**src/bde_pkg.sv**
```systemverilog
// shared constants, word types and control structs for the 3x3 binary morphology block
package bde_pkg;

	// frame limits
	localparam int MAX_WIDTH  = 1024;
	localparam int MAX_HEIGHT = 1024;

	// field and counter widths
	localparam int CFG_W   = 11;
	localparam int TOT_W   = 21;
	localparam int COL_W   = (MAX_WIDTH > 1) ? $clog2(MAX_WIDTH) : 1;
	localparam int ROW_W   = (MAX_HEIGHT > 1) ? $clog2(MAX_HEIGHT) : 1;
	localparam int WID_W   = $clog2(MAX_WIDTH + 1);
	localparam int HGT_W   = $clog2(MAX_HEIGHT + 1);
	localparam int LAG_W   = $clog2(MAX_WIDTH + 2);

	// three row banks, selected by row modulo three
	localparam int NUM_BANKS = 3;
	localparam int BANK_W    = 2;

	typedef logic [BANK_W-1:0] bank_t;

	// configuration register indexes
	typedef enum logic [1:0] {
		CFG_WIDTH  = 2'd0,
		CFG_HEIGHT = 2'd1,
		CFG_MODE   = 2'd2
	} cfg_index_t;

	// input word opcodes
	localparam logic OP_PIXEL = 1'b0;
	localparam logic OP_DRAIN = 1'b1;

	typedef struct packed {
		logic opcode;
		logic pixel_in;
	} in_word_t;

	typedef struct packed {
		logic             pixel_out;
		logic             pixel_changed;
		logic             frame_last;
		logic [TOT_W-1:0] changed_total;
	} out_word_t;

	// row store access for one accepted word
	typedef struct packed {
		logic [NUM_BANKS-1:0] we;
		logic [COL_W-1:0]     waddr;
		logic                 wdata;
		logic                 re;
		logic [COL_W-1:0]     raddr_mid;
		logic [COL_W-1:0]     raddr_right;
	} store_req_t;

	// window assembly info for one output pixel
	typedef struct packed {
		bank_t top_bank;
		bank_t mid_bank;
		bank_t bot_bank;
		logic  bypass;
		logic  first_col;
		logic  last_col;
		logic  frame_last;
	} emit_ctl_t;

endpackage

```
**src/bde_bank.sv**
```systemverilog
// one row bank of the line store: one write port, two registered read ports
module bde_bank (
	input  logic                      clk,
	input  logic                      we,
	input  logic [bde_pkg::COL_W-1:0] waddr,
	input  logic                      wdata,
	input  logic                      re,
	input  logic [bde_pkg::COL_W-1:0] raddr_a,
	input  logic [bde_pkg::COL_W-1:0] raddr_b,
	output logic                      rdata_a,
	output logic                      rdata_b
);
	import bde_pkg::*;

	logic mem [MAX_WIDTH];
	logic rdata_a_s1;
	logic rdata_b_s1;

	// write and read, reads return the old contents on a same-address write
	always_ff @(posedge clk) begin
		if (we) begin
			mem[waddr] <= wdata;
		end
		if (re) begin
			rdata_a_s1 <= mem[raddr_a];
			rdata_b_s1 <= mem[raddr_b];
		end
	end

	assign rdata_a = rdata_a_s1;
	assign rdata_b = rdata_b_s1;

endmodule

```
**config.mk**
```make
export PLATFORM = sky130hd
export DESIGN_NAME = bde_bank
export DESIGN_NICKNAME = d
export VERILOG_FILES = /design/src/bde_pkg.sv /design/src/bde_bank.sv
export SDC_FILE = /design/constraint.sdc
export NUM_CORES = 2
export LEC_CHECK = 0
export BUFFER_PORTS_ARGS = -buffer_cell sky130_fd_sc_hd__buf_2
export CAP_MARGIN = 15
export CELL_PAD_IN_SITES_DETAIL_PLACEMENT = 0
export CELL_PAD_IN_SITES_GLOBAL_PLACEMENT = 1
export CORE_ASPECT_RATIO = 0.8
export CORE_UTILIZATION = 50
export DETAILED_ROUTE_END_ITERATION = 10
export PLACE_DENSITY_LB_ADDON = 0.1
export SLEW_MARGIN = 25
export SYNTH_ARGS = -nofsm -noshare
export SYNTH_HDL_FRONTEND = slang
export SYNTH_SLANG_ARGS = --single-unit
```
**constraint.sdc**
```tcl
create_clock -name clk -period 6.7 [get_ports clk]
set_input_delay 0.67 -clock clk [delete_from_list [all_inputs] [get_ports clk]]
set_output_delay 0.67 -clock clk [all_outputs]
set_load 0.005 [all_outputs]
```
==> flow_summary_export.csv <==
group,metric,value,unit
die,coreArea,105000,um2
routing,first_pass_iters,6,
worst_setup_path,crit_required,7.13,ns
global_routing,grt_pass1_vias,35800,
sta,hold_viol_final,0,
finish,areaGrowthSynthToFinish,8.03,%
finish,num-nets-final,3727,
worst_setup_path,crit_type,"in2reg",
global_routing,grt_max_degree,240,
finish,num-fill-cells,8663,
die,die_h,294,um
routing,vias,36500,
die,die_w,367,um
sta,worst_slew_pin_slew,1.20,ns
sta,tns,0,ns
run,maxCapViolations,0,
clock_tree,cts_tree,"built",
die,die_area,108000,um2
routing,drtAntennaViolNets,0,
placed_design,numPortBuffers,35,
global_routing,grt_pass1_wl,264000,um
synth,syn_inst,3860,
worst_setup_path,crit_fanout,59,
synth,synth_top_area_cell,"edfxtp_1",
clock_tree,cts_made_buffers,108,
sta,min_period_over_period,61.1,%
sta,slew_headroom,19.6,%
placed_design,place.gp.congestion,0.892,
clock_tree,clock_path_buffers,3,
synth,syn_avg_cell_area,13.8,um2
clock_tree,clock-sinks,1026,
sta,skew,0.0128,ns
sta,layout_setup_ws,2.61,ns
synth,synth-edff-count,1026,
power,p_per_area,244,nW/um2
synth,synth_flop_cell,"edfxtp_1",
global_routing,grt_usage,35.0,%
sta,slew_viol_final,0,
die,initial_utilization,50.7,%
placed_design,dp_slack,2.05,ns
sta,fin_crit,4.09,ns
synth,ys_warn_count,0,
synth,synthesis.area,53200,um2
outcome,outcome,"finished clean",
power,power.leakage,17.4,nW
routing,drt_iter0_markers,5416,
sta,setup-violations-final,0,
placed_design,dp_hpwl,104000,um
worst_setup_path,worstPathArrival,4.53,ns
sta,rsz0062_at_grt,"false",
synth,synth_most_common_cell,"nor2_1",
routing,vias_per_cell,7.04,
synth,synthTopCellsByArea,"edfxtp_1, mux4_2, nor2_1",
synth,ys_seq_area_share,57.9,%
clock_tree,clock_latency,0.72,ns
global_routing,antenna_found_initial,11,
worst_setup_path,setup.worst_path.end_class,"flop",
synth,yosysUniqueCellTypes,62,
clock_tree,clk_pin_slew,0.07,ns
clock_tree,post_cts_resized,0,
global_routing,overflow,0,
finish,final_layout_size_suffix_gt1_share,20.4,%
routing,drc,0,
clock_tree,cts_setup_buffers,0,
power,ir_drop,0.000191,V
routing,routed_wl,188000,um
worst_setup_path,reg2reg_depth,8,
synth,synth-seq-cells,1026,
die,rows,106,
finish,multi_input_area,20700,um2
clock_tree,htreeDepth,3,
clock_tree,cts_root_buffer,"clkbuf_16",
synth,synthArstFlopShare,0,%
finish,layout.area.seq,30800,um2
hold_path,hold_path.class,"in2reg",
worst_setup_path,cp-start-kind,"input pin",
hold_path,min_path_cells,1,
die,ioPinCount,36,
synth,syn_nets,3894,
synth,synth_top_area_share,57.9,%
routing,wl_per_cell,36.3,um
sta,timing.fmax,0.244,GHz
clock_tree,cts_hold_buf,0,
synth,ys_top_cells_by_count,"nor2_1, edfxtp_1, mux4_2",
==> path summary, 6_finish.rpt <==
check	slack (ns)	start	endpoint
worst max-delay path	2.61	raddr_a[0]	rdata_a
worst min-delay path	0.27	re	rdata_a
worst max register to register	3.46	mem[944]	rdata_a
worst min register to register	1.33	mem[871]	rdata_b
==> placed cells by master, fill, tap and decap left out, drive strengths merged, types with 5 or more instances in the layout <==
master,synthesis,routed
and2,7,7
a2111oi,10,10
o21ai,28,28
nand3,31,31
clkbuf,196,138
nor2b,23,23
nor3,46,46
nor3b,11,11
and3,8,8
mux4,437,437
nor4,10,10
nand2,155,155
buf,199,118
a221oi,5,5
inv,11,14
a21oi,84,84
nand4,13,13
edfxtp,1026,1026
a31oi,9,9
a22o,6,6
o311ai,8,8
a22oi,37,37
nor2,1058,1058
o211ai,5,5
o221ai,83,83
o22ai,50,50
nand2b,10,10
or3,6,6
a211oi,12,12
clkinv,2,50
mux2i,224,224
==> final cells by class <==
| cell class | instances | area share (%) |
|---|---|---|
| clock buffer | 138 | 4.93 |
| multi-input combinational | 2426 | 36.0 |
| timing repair buffer | 118 | 1.72 |
| inverter | 13 | 0.0849 |
| antenna | 1 | 0.00435 |
| tap | 1404 | 3.05 |
| sequential | 1026 | 53.6 |
| clock inverter | 56 | 0.627 |
==> flip-flops by register name, summed over array words and instances, names as in the netlist <==
name / count
mem: 1024
rdata_a: 1
rdata_b: 1
==> metal layers <==
metal	global-route usage (%)	up-vias	wire length (um)
met4	13.0	14	7690
li1	-	14500	-
met5	0	-	141
met2	52.6	2334	84000
met1	48.9	19200	72800
met3	9.67	440	23700
==> cell families after synthesis <==
logic type / synth area share [%]
buffers and inverters: 3.82
AO/OA/AOI/OAI: 4.77
AND/OR/NAND/NOR: 10.7
flip-flops: 57.9
multiplexers: 22.9
==> per-stage QoR <==
step	cells	total power, W	hold WS, ns	area (um2)	utilization [%]
after detailed placement	4987	0.00843	0.980	54200	51.6
after CTS	5181	0.0140	0.234	57400	54.7
after global routing	5181	0.0143	0.235	57500	54.7
final	5182	0.0140	0.271	57500	54.7
after global placement	4987	0.00842	0.989	54200	51.6
after floorplan	3860	0.00795	0.769	53200	-
==> critical path, cell delays in order <==
cell and delay [ns]:
buf_8 0.54, buf_12 0.48, mux4_2 0.58, a22oi_1 0.21, a21oi_1 0.12, a2111oi_0 0.87, nand2_1 0.19, and4_1 0.26
nor4_1 0.30, o2111ai_1 0.16
==> power breakdown <==
| part | switching, W | total, W | internal, W |
|---|---|---|---|
| Sequential | 0.00000446 | 0.00707 | 0.00707 |
| Clock | 0.00256 | 0.00568 | 0.00312 |
| Combinational | 0.000840 | 0.00126 | 0.000422 |
No activity file was read; power rests on OpenSTA's default activity.
