==> config.mk <==
export PLATFORM = sky130hd
export DESIGN_NAME = bde_ctrl
export DESIGN_NICKNAME = d
export VERILOG_FILES = /design/src/bde_pkg.sv /design/src/bde_ctrl.sv
export SDC_FILE = /design/constraint.sdc
export NUM_CORES = 1
export LEC_CHECK = 0
export BUFFER_PORTS_ARGS = -buffer_cell sky130_fd_sc_hd__buf_4
export CORE_AREA = 2 2 104 106
export CTS_BUF_LIST = sky130_fd_sc_hd__clkbuf_2 sky130_fd_sc_hd__clkbuf_4 sky130_fd_sc_hd__clkbuf_8
export DETAILED_ROUTE_END_ITERATION = 12
export DIE_AREA = 0 0 106 108
export PLACE_DENSITY = 0.75
export REMOVE_ABC_BUFFERS = 1
export SLEW_MARGIN = 20
export SYNTH_ARGS = -nofsm -noshare
export SYNTH_HDL_FRONTEND = slang
export SYNTH_SLANG_ARGS = --single-unit
==> constraint.sdc <==
create_clock -name clk -period 3.6 [get_ports clk]
set_input_delay 0.54 -clock clk [delete_from_list [all_inputs] [get_ports clk]]
set_output_delay 0.54 -clock clk [all_outputs]
set_load 0.02 [all_outputs]
==> src/bde_pkg.sv <==
// shared constants, word types and control structs for the 3x3 binary morphology block
package bde_pkg;

	// frame limits
	localparam int MAX_WIDTH  = 1024;
	localparam int MAX_HEIGHT = 1024;

	// field and counter widths
	localparam int CFG_W   = 11;
	localparam int TOT_W   = 21;
	localparam int COL_W   = (MAX_WIDTH > 1) ? $clog2(MAX_WIDTH) : 1;
	localparam int ROW_W   = (MAX_HEIGHT > 1) ? $clog2(MAX_HEIGHT) : 1;
	localparam int WID_W   = $clog2(MAX_WIDTH + 1);
	localparam int HGT_W   = $clog2(MAX_HEIGHT + 1);
	localparam int LAG_W   = $clog2(MAX_WIDTH + 2);

	// three row banks, selected by row modulo three
	localparam int NUM_BANKS = 3;
	localparam int BANK_W    = 2;

	typedef logic [BANK_W-1:0] bank_t;

	// configuration register indexes
	typedef enum logic [1:0] {
		CFG_WIDTH  = 2'd0,
		CFG_HEIGHT = 2'd1,
		CFG_MODE   = 2'd2
	} cfg_index_t;

	// input word opcodes
	localparam logic OP_PIXEL = 1'b0;
	localparam logic OP_DRAIN = 1'b1;

	typedef struct packed {
		logic opcode;
		logic pixel_in;
	} in_word_t;

	typedef struct packed {
		logic             pixel_out;
		logic             pixel_changed;
		logic             frame_last;
		logic [TOT_W-1:0] changed_total;
	} out_word_t;

	// row store access for one accepted word
	typedef struct packed {
		logic [NUM_BANKS-1:0] we;
		logic [COL_W-1:0]     waddr;
		logic                 wdata;
		logic                 re;
		logic [COL_W-1:0]     raddr_mid;
		logic [COL_W-1:0]     raddr_right;
	} store_req_t;

	// window assembly info for one output pixel
	typedef struct packed {
		bank_t top_bank;
		bank_t mid_bank;
		bank_t bot_bank;
		logic  bypass;
		logic  first_col;
		logic  last_col;
		logic  frame_last;
	} emit_ctl_t;

endpackage

==> src/bde_ctrl.sv <==
// configuration registers, raster counters and output scheduling
module bde_ctrl (
	input  logic                      clk,
	input  logic                      arst_n,
	input  logic                      cfg_we,
	input  logic [1:0]                cfg_index,
	input  logic [bde_pkg::CFG_W-1:0] cfg_data,
	input  logic                      accept,
	input  bde_pkg::in_word_t         word,
	output bde_pkg::store_req_t       store_req,
	output logic                      emit,
	output bde_pkg::emit_ctl_t        emit_ctl,
	output logic                      dilate_mode,
	output logic                      restart
);
	import bde_pkg::*;

	// configuration
	logic [WID_W-1:0] w_q;
	logic [COL_W-1:0] wm1_q;
	logic [ROW_W-1:0] hm1_q;
	logic             mode_q;

	// write position
	logic [COL_W-1:0] wx_q;
	logic [ROW_W-1:0] wy_q;
	bank_t            wbank_q;
	logic             rx_done_q;
	logic [LAG_W-1:0] lag_q;

	// output position
	logic [COL_W-1:0] ex_q;
	logic [ROW_W-1:0] ey_q;
	bank_t            ebank_q;

	logic [WID_W-1:0] cfg_w;
	logic [HGT_W-1:0] cfg_h;
	logic             is_pixel;
	logic             wr_pix;
	logic             last_col;
	logic             first_row;
	logic             last_row;
	logic             frame_end;

	function automatic bank_t bank_next(input bank_t b);
		bank_t r;
		r = (b == BANK_W'(NUM_BANKS - 1)) ? '0 : b + BANK_W'(1);
		return r;
	endfunction

	function automatic bank_t bank_prev(input bank_t b);
		bank_t r;
		r = (b == '0) ? BANK_W'(NUM_BANKS - 1) : b - BANK_W'(1);
		return r;
	endfunction

	// clamp the written dimensions into range
	always_comb begin
		if (cfg_data == '0) begin
			cfg_w = WID_W'(1);
		end else if (int'(cfg_data) > MAX_WIDTH) begin
			cfg_w = WID_W'(MAX_WIDTH);
		end else begin
			cfg_w = WID_W'(cfg_data);
		end
		if (cfg_data == '0) begin
			cfg_h = HGT_W'(1);
		end else if (int'(cfg_data) > MAX_HEIGHT) begin
			cfg_h = HGT_W'(MAX_HEIGHT);
		end else begin
			cfg_h = HGT_W'(cfg_data);
		end
	end

	// register decode, any known register write restarts the frame
	always_comb begin
		restart = 1'b0;
		if (cfg_we) begin
			unique case (cfg_index)
				CFG_WIDTH, CFG_HEIGHT, CFG_MODE: restart = 1'b1;
				default:                         restart = 1'b0;
			endcase
		end
	end

	// scheduling decision for the accepted word
	always_comb begin
		is_pixel  = (word.opcode == OP_PIXEL);
		wr_pix    = accept && is_pixel && !rx_done_q;
		emit      = accept && (is_pixel ? (!rx_done_q && (lag_q > LAG_W'(w_q))) : rx_done_q);
		last_col  = (ex_q == wm1_q);
		first_row = (ey_q == '0);
		last_row  = (ey_q == hm1_q);
		frame_end = emit && last_col && last_row;
	end

	// window rows for the output pixel, clamped at top and bottom
	always_comb begin
		emit_ctl.top_bank   = first_row ? ebank_q : bank_prev(ebank_q);
		emit_ctl.mid_bank   = ebank_q;
		emit_ctl.bot_bank   = last_row ? ebank_q : bank_next(ebank_q);
		emit_ctl.bypass     = is_pixel;
		emit_ctl.first_col  = (ex_q == '0);
		emit_ctl.last_col   = last_col;
		emit_ctl.frame_last = last_row && last_col;
	end

	// line store access
	always_comb begin
		for (int i = 0; i < NUM_BANKS; i++) begin
			store_req.we[i] = wr_pix && (wbank_q == BANK_W'(i));
		end
		store_req.waddr       = wx_q;
		store_req.wdata       = word.pixel_in;
		store_req.re          = emit;
		store_req.raddr_mid   = ex_q;
		store_req.raddr_right = ex_q + COL_W'(1);
	end

	assign dilate_mode = mode_q;

	// configuration registers
	always_ff @(posedge clk or negedge arst_n) begin
		if (!arst_n) begin
			w_q    <= WID_W'(1);
			wm1_q  <= '0;
			hm1_q  <= '0;
			mode_q <= 1'b1;
		end else if (cfg_we) begin
			unique case (cfg_index)
				CFG_WIDTH: begin
					w_q   <= cfg_w;
					wm1_q <= COL_W'(cfg_w - WID_W'(1));
				end
				CFG_HEIGHT: begin
					hm1_q <= ROW_W'(cfg_h - HGT_W'(1));
				end
				CFG_MODE: begin
					mode_q <= cfg_data[0];
				end
				default: begin
				end
			endcase
		end
	end

	// raster counters, cleared on restart and after the frame's last output
	always_ff @(posedge clk or negedge arst_n) begin
		if (!arst_n) begin
			wx_q      <= '0;
			wy_q      <= '0;
			wbank_q   <= '0;
			rx_done_q <= 1'b0;
			lag_q     <= '0;
			ex_q      <= '0;
			ey_q      <= '0;
			ebank_q   <= '0;
		end else if (restart || frame_end) begin
			wx_q      <= '0;
			wy_q      <= '0;
			wbank_q   <= '0;
			rx_done_q <= 1'b0;
			lag_q     <= '0;
			ex_q      <= '0;
			ey_q      <= '0;
			ebank_q   <= '0;
		end else begin
			// input side
			if (wr_pix) begin
				if (wx_q == wm1_q) begin
					wx_q    <= '0;
					wbank_q <= bank_next(wbank_q);
					if (wy_q == hm1_q) begin
						rx_done_q <= 1'b1;
					end else begin
						wy_q <= wy_q + ROW_W'(1);
					end
				end else begin
					wx_q <= wx_q + COL_W'(1);
				end
			end
			// distance between input and output positions
			if (wr_pix && !emit) begin
				lag_q <= lag_q + LAG_W'(1);
			end else if (!wr_pix && emit) begin
				lag_q <= lag_q - LAG_W'(1);
			end
			// output side
			if (emit) begin
				if (last_col) begin
					ex_q    <= '0;
					ey_q    <= ey_q + ROW_W'(1);
					ebank_q <= bank_next(ebank_q);
				end else begin
					ex_q <= ex_q + COL_W'(1);
				end
			end
		end
	end

endmodule

==> flow_summary.ini <==
[layout]
layout.nets = 726
design_area_mm2 = 0.00640
final_layout_size_suffix_gt1_share_pct = 17.4
antennaDiodeCount = 0
mostFrequentLayoutCell = dfrtp_1
areaGrowthSynthToFinish_pct = 14.6
fin_util_pct = 62.6
final_cell_mix = 86 x dfrtp_1, 79 x nand2_1, 77 x buf_4, 61 x o21ai_0, 44 x xor2_1

[global_route]
grt_usage_pct = 24.1
globalRouteOverflowTotal = 0
grt_pass1_vias = 4638
grt_pass1_wl_um = 22100
antenna_found_initial = 0
grt_start_max_net_pins = 39

[worst_setup_path]
critical_path_class = flip-flop to flip-flop
worst-path-buf-inv = 1
critPathLaunchType = flip-flop
end_kind = flip-flop
slowest_delay_ns = 0.42
cp_cell_sequence = ha_1 > a21oi_1 > a211oi_2 > a2111oi_4 > o21ai_0 > buf_4 > fa_2 > a21oi_2 > o2111ai_1 > o211ai_1 > o21ai_1 > xnor2_1 > or4_1 > nand3_1
rrSetupSlack_ns = 0.14
cp_max_fo = 12
r2r.worst_path.cells = 14
path_delay_family = compound AO/OA/AOI/OAI gates
r2r-start = lag_q[2]
arrival_ns = 3.75
worstPathRequired_ns = 3.89
timing.rr.end = lag_q[10]
cp_slowest_cell = dfrtp_1

[floorplanning]
start_util_pct = 54.6
num_rows = 37
fp.dieH_um = 108
die_w_um = 106
core_area_mm2 = 0.0102
die-area_mm2 = 0.0114
pin_count = 67

[routing]
wl_um = 13200
vias = 4772
ant_nets = 0
drtIter0Drc = 308
dr.pass1.iters = 4
wl_per_cell_um = 16.1
vias_per_cell = 5.85
drc = 0

[logic_synthesis]
synth_edf_count = 0
synth_area_mm2 = 0.00559
synth_cells = 614
async_flop_share_pct = 100
ys_seq_elements = 88
yosys_warnings = 0
synth_cell_types = 53
avgSynthCellArea_um2 = 9.10
synthFlopType = dfrtp_1
ys_seq_area_share_pct = 39.5

[clock_tree]
clk_path_buf_depth = 2
cts_max_level = 3
cts_root_buffer = clkbuf_8
cts_tree = done
clk_latency_ns = 0.36
path_clk_slew_ns = 0.10
hold_buffers = 0
cts_sinks = 88
cts_inserted_buffers = 9

[min_path]
worstHoldPathType = input pin to asynchronous set/reset pin

[place]
dpl-instance-area_mm2 = 0.00616
dp_hpwl_um = 9940
portBuffers = 64
place.gp.congestion = 0.916
place_ws_ns = -0.0631

[power]
power.density_mw_per_mm2 = 645
p_leak_uw = 0.00304
ir_worst_vdd_mv = 0.491
p_total_uw = 4130

[job]
max-cap-violations = 0

[timing]
setup_tns_ns = 0
worstMarginPinSlew_ns = 0.957
hold_viol = 0
layout_min_cycle_time_ns = 3.46
setup_ws_ns = 0.141
fin_crit_sh_pct = 96.1
fmax_mhz = 289
drv_slew = 0
rsz0062_at_grt = yes
max_slew_margin_pct = 36.2
setup_viol = 0
skew_ns = 0.0140

[run_status]
outcome = finished, final reports clean
==> worst max-delay path by stage <==
stage / start / cells past startpoint / endpoint
3_3_place_gp: lag_q[6] / 14 / lag_q[10]
3_5_place_dp: lag_q[6] / 14 / lag_q[10]
4_1_cts: lag_q[2] / 14 / lag_q[10]
6_report: lag_q[2] / 14 / lag_q[10]
2_1_floorplan: lag_q[8] / 13 / lag_q[10]
5_1_grt: lag_q[2] / 14 / lag_q[10]
==> worst register-to-register path: cells and delay by family (launching register included) <==
kind	cells	cell delay, ns
buffers and inverters	1	0.21
AOI/OAI and AO/OA	8	1.43
and+or+nand+nor	2	0.50
adders and majority gates	2	0.69
xor gates and xnor gates	1	0.14
DFF	1	0.42
==> registers in the layout (all words and copies together) (netlist names) <==
| name | cells |
|---|---|
| wy_q | 10 |
| dilate_mode | 1 |
| ex_q | 10 |
| ey_q | 10 |
| ebank_q | 2 |
| hm1_q | 10 |
| wm1_q | 10 |
| lag_q | 11 |
| wbank_q | 2 |
| rx_done_q | 1 |
| w_q | 11 |
| wx_q | 10 |
==> final cells by class <==
class / instances / area [µm²]
clock inverter: 6 / 70.1
sequential: 88 / 2200
multi-input combinational: 471 / 3150
fill: 848 / 3830
timing repair buffer: 77 / 578
inverter: 28 / 105
tap: 136 / 170
clock buffer: 10 / 131
==> per-stage QoR <==
stage	std cells	hold WS, ns
6_report	816	0.110
5_1_grt	816	0.123
3_5_place_dp	798	0.471
4_1_cts	814	0.115
3_3_place_gp	798	0.472
2_1_floorplan	587	0.244
==> synth_stat cells, drive strengths merged, types with 6 or more instances <==
| cell | count | area, µm² |
|---|---|---|
| a21oi | 31 | 159 |
| a22o | 15 | 131 |
| and3 | 14 | 87.6 |
| buf | 16 | 115 |
| clkbuf | 11 | 41.3 |
| dfrtp | 86 | 2150 |
| ha | 31 | 388 |
| inv | 28 | 105 |
| mux2 | 11 | 124 |
| nand2 | 79 | 297 |
| nand2b | 6 | 37.5 |
| nand3 | 22 | 110 |
| nand3b | 6 | 45.0 |
| nand4 | 15 | 93.8 |
| nor2 | 29 | 111 |
| nor3 | 9 | 45.0 |
| nor4 | 13 | 81.3 |
| o21ai | 64 | 332 |
| or3 | 11 | 68.8 |
| xnor2 | 22 | 200 |
| xor2 | 44 | 385 |
==> routing by layer <==
| metal | up-vias | GRT usage [%] | routed length, µm |
|---|---|---|---|
| met5 | - | 0 | 0 |
| met4 | 0 | 9.77 | 338 |
| met3 | 29 | 3.19 | 619 |
| met2 | 143 | 39.1 | 6200 |
| met1 | 2305 | 33.0 | 6020 |
| li1 | 2295 | - | - |
==> where the power goes <==
part	switching [µW]	internal, µW	total [µW]
combinational	1060	931	1990
sequential	265	1180	1450
clock	367	331	698
total	1690	2440	4130
==> logic make-up (layout without fill, tap and decap cells) <==
group | after synthesis | count (layout) | synth area share [%]
compound gates | 135 | 135 | 15.1
xor+xnor | 66 | 66 | 10.5
fa+ha+maj | 32 | 32 | 7.30
buf+inv | 55 | 121 | 4.68
flops | 88 | 88 | 39.5
mux | 16 | 16 | 3.11
simple gates | 222 | 222 | 19.9
==> timing repair <==
action	CTS	global route
gates resized for setup	2	4
endpoints found under the setup margin	1	2
endpoints found under the hold margin	0	0
buffers inserted	0	2
pin swaps	0	2
No activity file was read; power rests on OpenSTA's default activity.
