<file path="config.mk">
export PLATFORM = sky130hd
export DESIGN_NAME = bde_window
export DESIGN_NICKNAME = d
export VERILOG_FILES = /design/src/bde_pkg.sv /design/src/bde_window.sv
export SDC_FILE = /design/constraint.sdc
export NUM_CORES = 1
export LEC_CHECK = 0
export ABC_AREA = 1
export BUFFER_PORTS_ARGS = -buffer_cell sky130_fd_sc_hd__clkbuf_2
export CAP_MARGIN = 20
export CELL_PAD_IN_SITES_DETAIL_PLACEMENT = 0
export CELL_PAD_IN_SITES_GLOBAL_PLACEMENT = 1
export CORE_ASPECT_RATIO = 1.25
export CORE_UTILIZATION = 43
export DETAILED_ROUTE_END_ITERATION = 7
export GPL_TIMING_DRIVEN = 0
export PLACE_DENSITY_LB_ADDON = 0.1
export SLEW_MARGIN = 20
export SYNTH_ARGS = -nofsm -noshare
export SYNTH_HDL_FRONTEND = slang
export SYNTH_SLANG_ARGS = --single-unit
</file>
<file path="constraint.sdc">
create_clock -name clk -period 3.5 [get_ports clk]
set_clock_uncertainty 0.05 [all_clocks]
set_input_delay 0.525 -clock clk [delete_from_list [all_inputs] [get_ports clk]]
set_output_delay 0.525 -clock clk [all_outputs]
set_load 0.05 [all_outputs]
</file>
<file path="src/bde_pkg.sv">
// shared constants, word types and control structs for the 3x3 binary morphology block
package bde_pkg;

	// frame limits
	localparam int MAX_WIDTH  = 1024;
	localparam int MAX_HEIGHT = 1024;

	// field and counter widths
	localparam int CFG_W   = 11;
	localparam int TOT_W   = 21;
	localparam int COL_W   = (MAX_WIDTH > 1) ? $clog2(MAX_WIDTH) : 1;
	localparam int ROW_W   = (MAX_HEIGHT > 1) ? $clog2(MAX_HEIGHT) : 1;
	localparam int WID_W   = $clog2(MAX_WIDTH + 1);
	localparam int HGT_W   = $clog2(MAX_HEIGHT + 1);
	localparam int LAG_W   = $clog2(MAX_WIDTH + 2);

	// three row banks, selected by row modulo three
	localparam int NUM_BANKS = 3;
	localparam int BANK_W    = 2;

	typedef logic [BANK_W-1:0] bank_t;

	// configuration register indexes
	typedef enum logic [1:0] {
		CFG_WIDTH  = 2'd0,
		CFG_HEIGHT = 2'd1,
		CFG_MODE   = 2'd2
	} cfg_index_t;

	// input word opcodes
	localparam logic OP_PIXEL = 1'b0;
	localparam logic OP_DRAIN = 1'b1;

	typedef struct packed {
		logic opcode;
		logic pixel_in;
	} in_word_t;

	typedef struct packed {
		logic             pixel_out;
		logic             pixel_changed;
		logic             frame_last;
		logic [TOT_W-1:0] changed_total;
	} out_word_t;

	// row store access for one accepted word
	typedef struct packed {
		logic [NUM_BANKS-1:0] we;
		logic [COL_W-1:0]     waddr;
		logic                 wdata;
		logic                 re;
		logic [COL_W-1:0]     raddr_mid;
		logic [COL_W-1:0]     raddr_right;
	} store_req_t;

	// window assembly info for one output pixel
	typedef struct packed {
		bank_t top_bank;
		bank_t mid_bank;
		bank_t bot_bank;
		logic  bypass;
		logic  first_col;
		logic  last_col;
		logic  frame_last;
	} emit_ctl_t;

endpackage

</file>
<file path="src/bde_window.sv">
// 3x3 window assembly, morphology result, change tally and output register
module bde_window (
	input  logic                          clk,
	input  logic                          arst_n,
	input  logic                          load,
	input  bde_pkg::emit_ctl_t            ctl,
	input  logic                          pixel_in,
	input  logic [bde_pkg::NUM_BANKS-1:0] mid_col,
	input  logic [bde_pkg::NUM_BANKS-1:0] right_col,
	input  logic                          dilate_mode,
	input  logic                          restart,
	output logic                          ready,
	output logic                          res_valid,
	input  logic                          res_ready,
	output bde_pkg::out_word_t            res_data
);
	import bde_pkg::*;

	logic             valid_s1;
	emit_ctl_t        ctl_s1;
	logic             pix_s1;
	logic             res_valid_s2;
	out_word_t        res_word_s2;
	logic [2:0]       prev_mid_q;
	logic [TOT_W-1:0] tally_q;

	logic             adv;
	logic [2:0]       col_left;
	logic [2:0]       col_mid;
	logic [2:0]       col_right_raw;
	logic [2:0]       col_right;
	logic [8:0]       win;
	logic             res;
	logic             chg;
	logic [TOT_W-1:0] tally_next;

	// stage handshake
	assign adv   = valid_s1 && (!res_valid_s2 || res_ready);
	assign ready = !valid_s1 || adv;

	// columns top to bottom, clamped at the row ends
	always_comb begin
		col_mid       = {mid_col[ctl_s1.top_bank], mid_col[ctl_s1.mid_bank],
		                 mid_col[ctl_s1.bot_bank]};
		col_right_raw = {right_col[ctl_s1.top_bank], right_col[ctl_s1.mid_bank],
		                 ctl_s1.bypass ? pix_s1 : right_col[ctl_s1.bot_bank]};
		col_right     = ctl_s1.last_col ? col_mid : col_right_raw;
		col_left      = ctl_s1.first_col ? col_mid : prev_mid_q;
		win           = {col_left, col_mid, col_right};
	end

	// dilation is any one in the window, erosion is all ones
	always_comb begin
		res        = dilate_mode ? (|win) : (&win);
		chg        = res ^ col_mid[1];
		tally_next = tally_q + TOT_W'(chg);
	end

	// control registers
	always_ff @(posedge clk or negedge arst_n) begin
		if (!arst_n) begin
			valid_s1     <= 1'b0;
			res_valid_s2 <= 1'b0;
			tally_q      <= '0;
		end else begin
			if (load) begin
				valid_s1 <= 1'b1;
			end else if (adv) begin
				valid_s1 <= 1'b0;
			end
			if (adv) begin
				res_valid_s2 <= 1'b1;
			end else if (res_ready) begin
				res_valid_s2 <= 1'b0;
			end
			if (restart) begin
				tally_q <= '0;
			end else if (adv) begin
				tally_q <= ctl_s1.frame_last ? '0 : tally_next;
			end
		end
	end

	// payload registers
	always_ff @(posedge clk) begin
		if (load) begin
			ctl_s1 <= ctl;
			pix_s1 <= pixel_in;
		end
		if (adv) begin
			prev_mid_q                <= col_mid;
			res_word_s2.pixel_out     <= res;
			res_word_s2.pixel_changed <= chg;
			res_word_s2.frame_last    <= ctl_s1.frame_last;
			res_word_s2.changed_total <= ctl_s1.frame_last ? tally_next : '0;
		end
	end

	assign res_valid = res_valid_s2;
	assign res_data  = res_word_s2;

endmodule

</file>
==> results of run 1 <==
==> kinds of logic after synthesis <==
kind of cell / synth area share
xor+xnor: 0.0513
buf+inv: 0.0607
fa+ha+maj: 0.00862
simple gates: 0.243
flops: 0.591
compound gates: 0.0457
==> layout by cell type, fill, tap and decap left out, types with 7 or more instances in the layout <==
cell	instances
nand2_1	72
o22ai_1	7
nor2_1	29
inv_1	40
xor2_1	14
edfxtp_1	38
nand3_1	18
o21ai_0	12
dfrtp_1	23
clkbuf_2	48
clkbuf_8	10
==> state kept, by name, indices dropped and copies added, names as in the netlist <==
register    count
res_data       24
tally_q        21
ctl_s1         10
prev_mid_q      3
pix_s1          1
res_valid       1
valid_s1        1
==> metrics by stage <==
step | hold WS (ns) | setup TNS [ns] | setup WS (ns) | utilization | instance area (um2)
finish | 0.142 | 0 | 0.339 | 0.529 | 3450
global route | 0.176 | 0 | 0.0354 | 0.529 | 3450
CTS | 0.144 | 0 | 0.177 | 0.524 | 3420
detailed placement | 0.424 | -0.0149 | -0.0149 | 0.499 | 3250
global placement | 0.417 | -0.0216 | -0.0216 | 0.499 | 3250
floorplan | 0.179 | 0 | 0.592 | - | 2900
==> routing by layer <==
layer,wire (um),GRT usage
met1,2620,0.216
met2,3230,0.346
met3,198,0.0451
met4,156,0.0910
met5,0,0
==> where the power goes <==
group | internal (W) | switching, W
Sequential | 0.000817 | 0.0000185
Clock | 0.000272 | 0.000263
Combinational | 0.0000553 | 0.000191
Total | 0.00114 | 0.000473
==> final cells by class <==
type / count / area (um2)
Inverter: 44 / 165
Buffer: 3 / 11.3
Timing Repair Buffer: 50 / 255
Sequential cell: 61 / 1720
Fill cell: 676 / 3070
Multi-Input combinational cell: 193 / 1030
Clock buffer: 13 / 149
Tap cell: 87 / 109
Clock inverter: 3 / 13.8
==> worst min path at each step <==
stage	slack (ns)	endpoint	from	cells past startpoint
floorplan	0.18	res_valid$_DFFE_PN0P_	arst_n	0
global placement	0.42	tally_q[19]$_DFFE_PN0P_	tally_q[19]$_DFFE_PN0P_	2
detailed placement	0.42	tally_q[19]$_DFFE_PN0P_	tally_q[19]$_DFFE_PN0P_	2
CTS	0.14	tally_q[17]$_DFFE_PN0P_	arst_n	1
global route	0.18	tally_q[17]$_DFFE_PN0P_	arst_n	1
finish	0.14	tally_q[6]$_DFFE_PN0P_	arst_n	1
==> critical path, delay by kind of cell, from the launching register on <==
family / cells / cell delay, ns
AND/OR/NAND/NOR: 20 / 1.76
XOR/XNOR: 1 / 0.16
buffers and inverters: 2 / 0.19
flip-flops: 1 / 0.40
adder cells (fa/ha/maj): 2 / 0.34
==> what timing repair did <==
action / in CTS / in global routing
hold endpoints to repair: 0 / 0
resized for setup: 0 / 6
buffers inserted: 0 / 2
endpoints found under the setup margin: 0 / 4
==> results.toml, run 1 <==
[cells_and_area]
syn2layout_area_growth_pct = 18.9
final_cells = 454
drive_gt1_frac = 0.237
n_antenna_cell = 0
nets = 387

[setup_path]
arrival_ns = 3.20
path_max_fanout = 4
crit_slowest_cell = "edfxtp_1"
r2r_setup_slack_ns = 0.34
r2r_cells = 25
critical_path.max_stage_delay_ns = 0.40
endpoint_kind = "register"
r2r_start = "ctl_s1[4]$_DFFE_PP_"
critPathLaunch = "ctl_s1[4]$_DFFE_PP_"
crit_top_cell = "nand2_1"
critPathLaunchType = "register"
r2r_end = "res_data[20]$_SDFFCE_PN0P_"
crit_type = "reg -> reg"
cp_data_required_time_ns = 3.54
setup.worst_path.end = "res_data[20]$_SDFFCE_PN0P_"

[place]
gp_congestion = 0.744
dpl.cell_count = 436
port_buffers = 48
place.detailed.hpwl_mm = 4.46

[clocking]
cts.sinks = 61
numCtsBuffers = 9
clock_latency_ns = 0.34
clk_pin_slew_worst_paths_ns = 0.07
cts_root_buf = "clkbuf_8"
clockBufferDepth = 2
ctsHtreeMaxLevel = 3
cts_hold_buf = 0
cts_tree = "done"

[logic_synthesis]
syn_avg_cell_area_um2 = 9.65
synthTopCellsByCount = "nand2_1 (75), inv_1 (41), edfxtp_1 (38)"
synth_flop_cell = "edfxtp_1"
netlist_instances = 301
yosys-top-cells-area = "edfxtp_1 (39%), dfrtp_1 (20%), nand2_1 (9.7%)"
ys_ff_latch = 61
synth_nets = 326
synth_edf_count = 38
syn_area_um2 = 2900
yosys.area.top_type_share = 0.393
synth_top_area_cell = "edfxtp_1"
async_reset_ff_frac = 0.377
yosysUniqueCellTypes = 29
yosysWarnings = 0
synth_most_common_cell = "nand2_1"
seq_area_frac_synth = 0.591

[routing]
detail_route.vias_per_cell = 4.81
vias = 2182
ant_nets = 0
drc = 0
routed_wl_mm = 6.21
detail_route.wl_per_cell_um = 13.7
drt-pass1-iter-count = 4
drt_iter0_drc = 101

[global_routing]
grt-ovfl-total = 0
antenna_found_initial = 0
grt_max_degree = 29
grt_pass1_vias = 2214
grt_pass1_wl_mm = 9.92
grtUsageTotal = 0.196

[job]
cap_violations = 0

[run_status]
status = "complete, no violations"

[timing]
min_period_over_period = 0.903
slew_headroom = 0.580
rsz0062_at_grt = "false"
max_clock_freq_mhz = 316
drv_slew = 0
finalCriticalPeriod_ns = 3.16
finalHoldViolCount = 0
final-setup-viol-count = 0
worst_pin_slew_ns = 0.629

[power_and_ir_drop]
leakage_nw = 1.54
power.total_w = 0.00162
p_per_area_nw_per_um2 = 468
vdd_ir_drop_max_mv = 0.220

[floorplan]
io_pins = 49
rows = 33
fp.dieW_um = 75.5
start_util = 0.445
dieArea_um2 = 7090
core_area_um2 = 6520
die_h_um = 93.9

[hold_path]
hold_path.class = "in -> async"
Power figures use the tool's default switching activity.
==> run 2, diff against run 1 <==
==> constraint.sdc (replaced) <==
create_clock -name clk -period 3 [get_ports clk]
set_clock_uncertainty 0.05 [all_clocks]
set_input_delay 0.45 -clock clk [delete_from_list [all_inputs] [get_ports clk]]
set_output_delay 0.45 -clock clk [all_outputs]
set_load 0.05 [all_outputs]
==> run 2 against run 1 <==
The run now ends with setup timing left. Worst hold slack got worse by 0.079 ns. Worst setup slack worse by 0.34 ns. Critical path type unchanged. Power grew 19%. Sequential cell count unchanged.
==> results.toml, run 2 (same netlist as run 1, synthesis figures left out) <==
[run_status]
status = "finished with violations"
violations = "setup timing"

[hold_path]
hold_path.class = "in -> async"

[floorplan]
rows = 33
fp.dieW_um = 75.5
io_pins = 49
die_h_um = 93.9
start_util = 0.445
dieArea_um2 = 7090
core_area_um2 = 6520

[place]
place.detailed.hpwl_mm = 4.46
gp_congestion = 0.744
port_buffers = 48
placedInstanceArea_um2 = 3250

[power_and_ir_drop]
p_sw_frac = 0.297
p_clk_frac = 0.327
seqPwrFrac = 0.508
power.switching_w = 0.000571
leakage_nw = 1.66
intPower_w = 0.00135
power.total_w = 0.00192
p_per_area_nw_per_um2 = 516
comb_power_share = 0.165
vdd_ir_drop_max_mv = 0.255

[timing]
min_period_over_period = 1.00
fin_setup_tns_ns = -0.00299
max_clock_freq_mhz = 333
drv_slew = 0
slew_headroom = 0.579
setup_ws_ns = -0.00299
finalHoldViolCount = 0
worst_pin_slew_ns = 0.630
final-setup-viol-count = 1
finalCriticalPeriod_ns = 3.00
rsz0062_at_grt = "true"
whs_ns = 0.0628

[setup_path]
path_max_fanout = 4
critPathLaunchType = "register"
endpoint_kind = "register"
crit_type = "reg -> reg"
critPathLaunch = "ctl_s1[8]$_DFFE_PP_"
r2r_end = "res_data[12]$_SDFFCE_PN0P_"
r2r_setup_slack_ns = -0.003
cp_data_required_time_ns = 3.02
r2r_cells = 23
arrival_ns = 3.03
r2r_start = "ctl_s1[8]$_DFFE_PP_"

[routing]
ant_nets = 0
detail_route.wl_per_cell_um = 13.9
detail_route.vias_per_cell = 4.80
routed_wl_mm = 6.49
drt_iter0_drc = 91
vias = 2245
drt-pass1-iter-count = 4
drc = 0

[job]
cap_violations = 0

[clocking]
cts_root_buf = "clkbuf_8"
numCtsBuffers = 9
cts_hold_buf = 0
clk_pin_slew_worst_paths_ns = 0.07
clock_latency_ns = 0.34
ctsHtreeMaxLevel = 3
cts.sinks = 61
cts_tree = "done"
clockBufferDepth = 2

[global_routing]
grt_max_degree = 29
grt_pass1_wl_mm = 10.2
grtUsageTotal = 0.202
grt-ovfl-total = 0
antenna_found_initial = 0
grt_pass1_vias = 2259

[cells_and_area]
nets = 401
syn2layout_area_growth_pct = 28.1
nFillCells = 655
final_cell_mix = "nand2_1 (63), clkbuf_2 (48), edfxtp_1 (38)"
drive_gt1_frac = 0.331
design_area_um2 = 3720
largest_register_ff_count = 24
n_antenna_cell = 0
layout_commonest_cell = "nand2_1"
run 2: cell count changes in the layout (fill, tap and decap cells not counted), moves of 4 or more:
cell / delta
buf_4: +13
nand2_1: -9
nand3_1: -6
nand2_2: +5
o21ai_0: -5
o21ai_1: +5
inv_1: -4
inv_2: +4
nand2_4: +4
run 2: worst max-delay path, cell delays in order (launching register included):
cell	delay [ns]
edfxtp_1	0.45
buf_4	0.17
nand2_2	0.07
nand3_4	0.09
nand2_4	0.09
inv_1	0.05
nor2_1	0.09
nand4_1	0.10
nand2_1	0.11
buf_4	0.12
nand2_2	0.05
nand2_2	0.07
nand2_4	0.06
ha_4	0.17
ha_4	0.17
nand3_4	0.10
nor2_4	0.04
nand2_2	0.09
nor2_4	0.05
buf_4	0.13
buf_6	0.11
nand2_1	0.06
xor2_1	0.19
nor2_1	0.06
run 2: routing by layer:
layer	vias up	wire (um)	track usage
met5	-	0	0
met4	0	130	0.0910
met3	11	229	0.0483
met2	46	3460	0.361
met1	1060	2670	0.219
li1	1128	-	-
run 2: area by class of cell:
type,count,area [um2],area share
plain buffers,3,11.3,0.00303
flip-flops and latches,61,1720,0.461
clock buffers,13,149,0.0400
inverters,44,165,0.0444
clock inverters,3,13.8,0.00370
repair buffers,64,364,0.0978
multi-input cells,193,1190,0.320
well taps,87,109,0.0293
run 2: per-stage QoR:
stage,util,setup WS [ns],instances
6_report,0.570,-0.00299,468
2_1_floorplan,-,0.167,301
3_3_place_gp,0.499,-0.447,436
5_1_grt,0.570,-0.228,468
3_5_place_dp,0.499,-0.440,436
4_1_cts,0.550,-0.0140,461
run 2: power by group through the flow:
stage	clock (W)	sequential, W	combinational (W)
after floorplan	0	0.00109	0.0000951
after global placement	0	0.000991	0.000283
after detailed placement	0	0.000993	0.000285
after CTS	0.000648	0.000976	0.000303
after global routing	0.000683	0.000980	0.000346
final	0.000629	0.000975	0.000317
run 2: worst max-delay path by stage:
stage	endpoint	slack, ns
after floorplan	res_data[20]$_SDFFCE_PN0P_	0.17
after global placement	res_data[20]$_SDFFCE_PN0P_	-0.45
after detailed placement	res_data[20]$_SDFFCE_PN0P_	-0.44
after CTS	res_data[20]$_SDFFCE_PN0P_	-0.01
after global routing	res_data[20]$_SDFFCE_PN0P_	-0.23
final	res_data[12]$_SDFFCE_PN0P_	-0.003
run 2: repair_timing:
action,4_1_cts,5_1_grt
hold endpoints to repair,0,0
buffers inserted,9,7
gates resized for setup,22,27
endpoints found under the setup margin,17,23
pin swaps,9,25
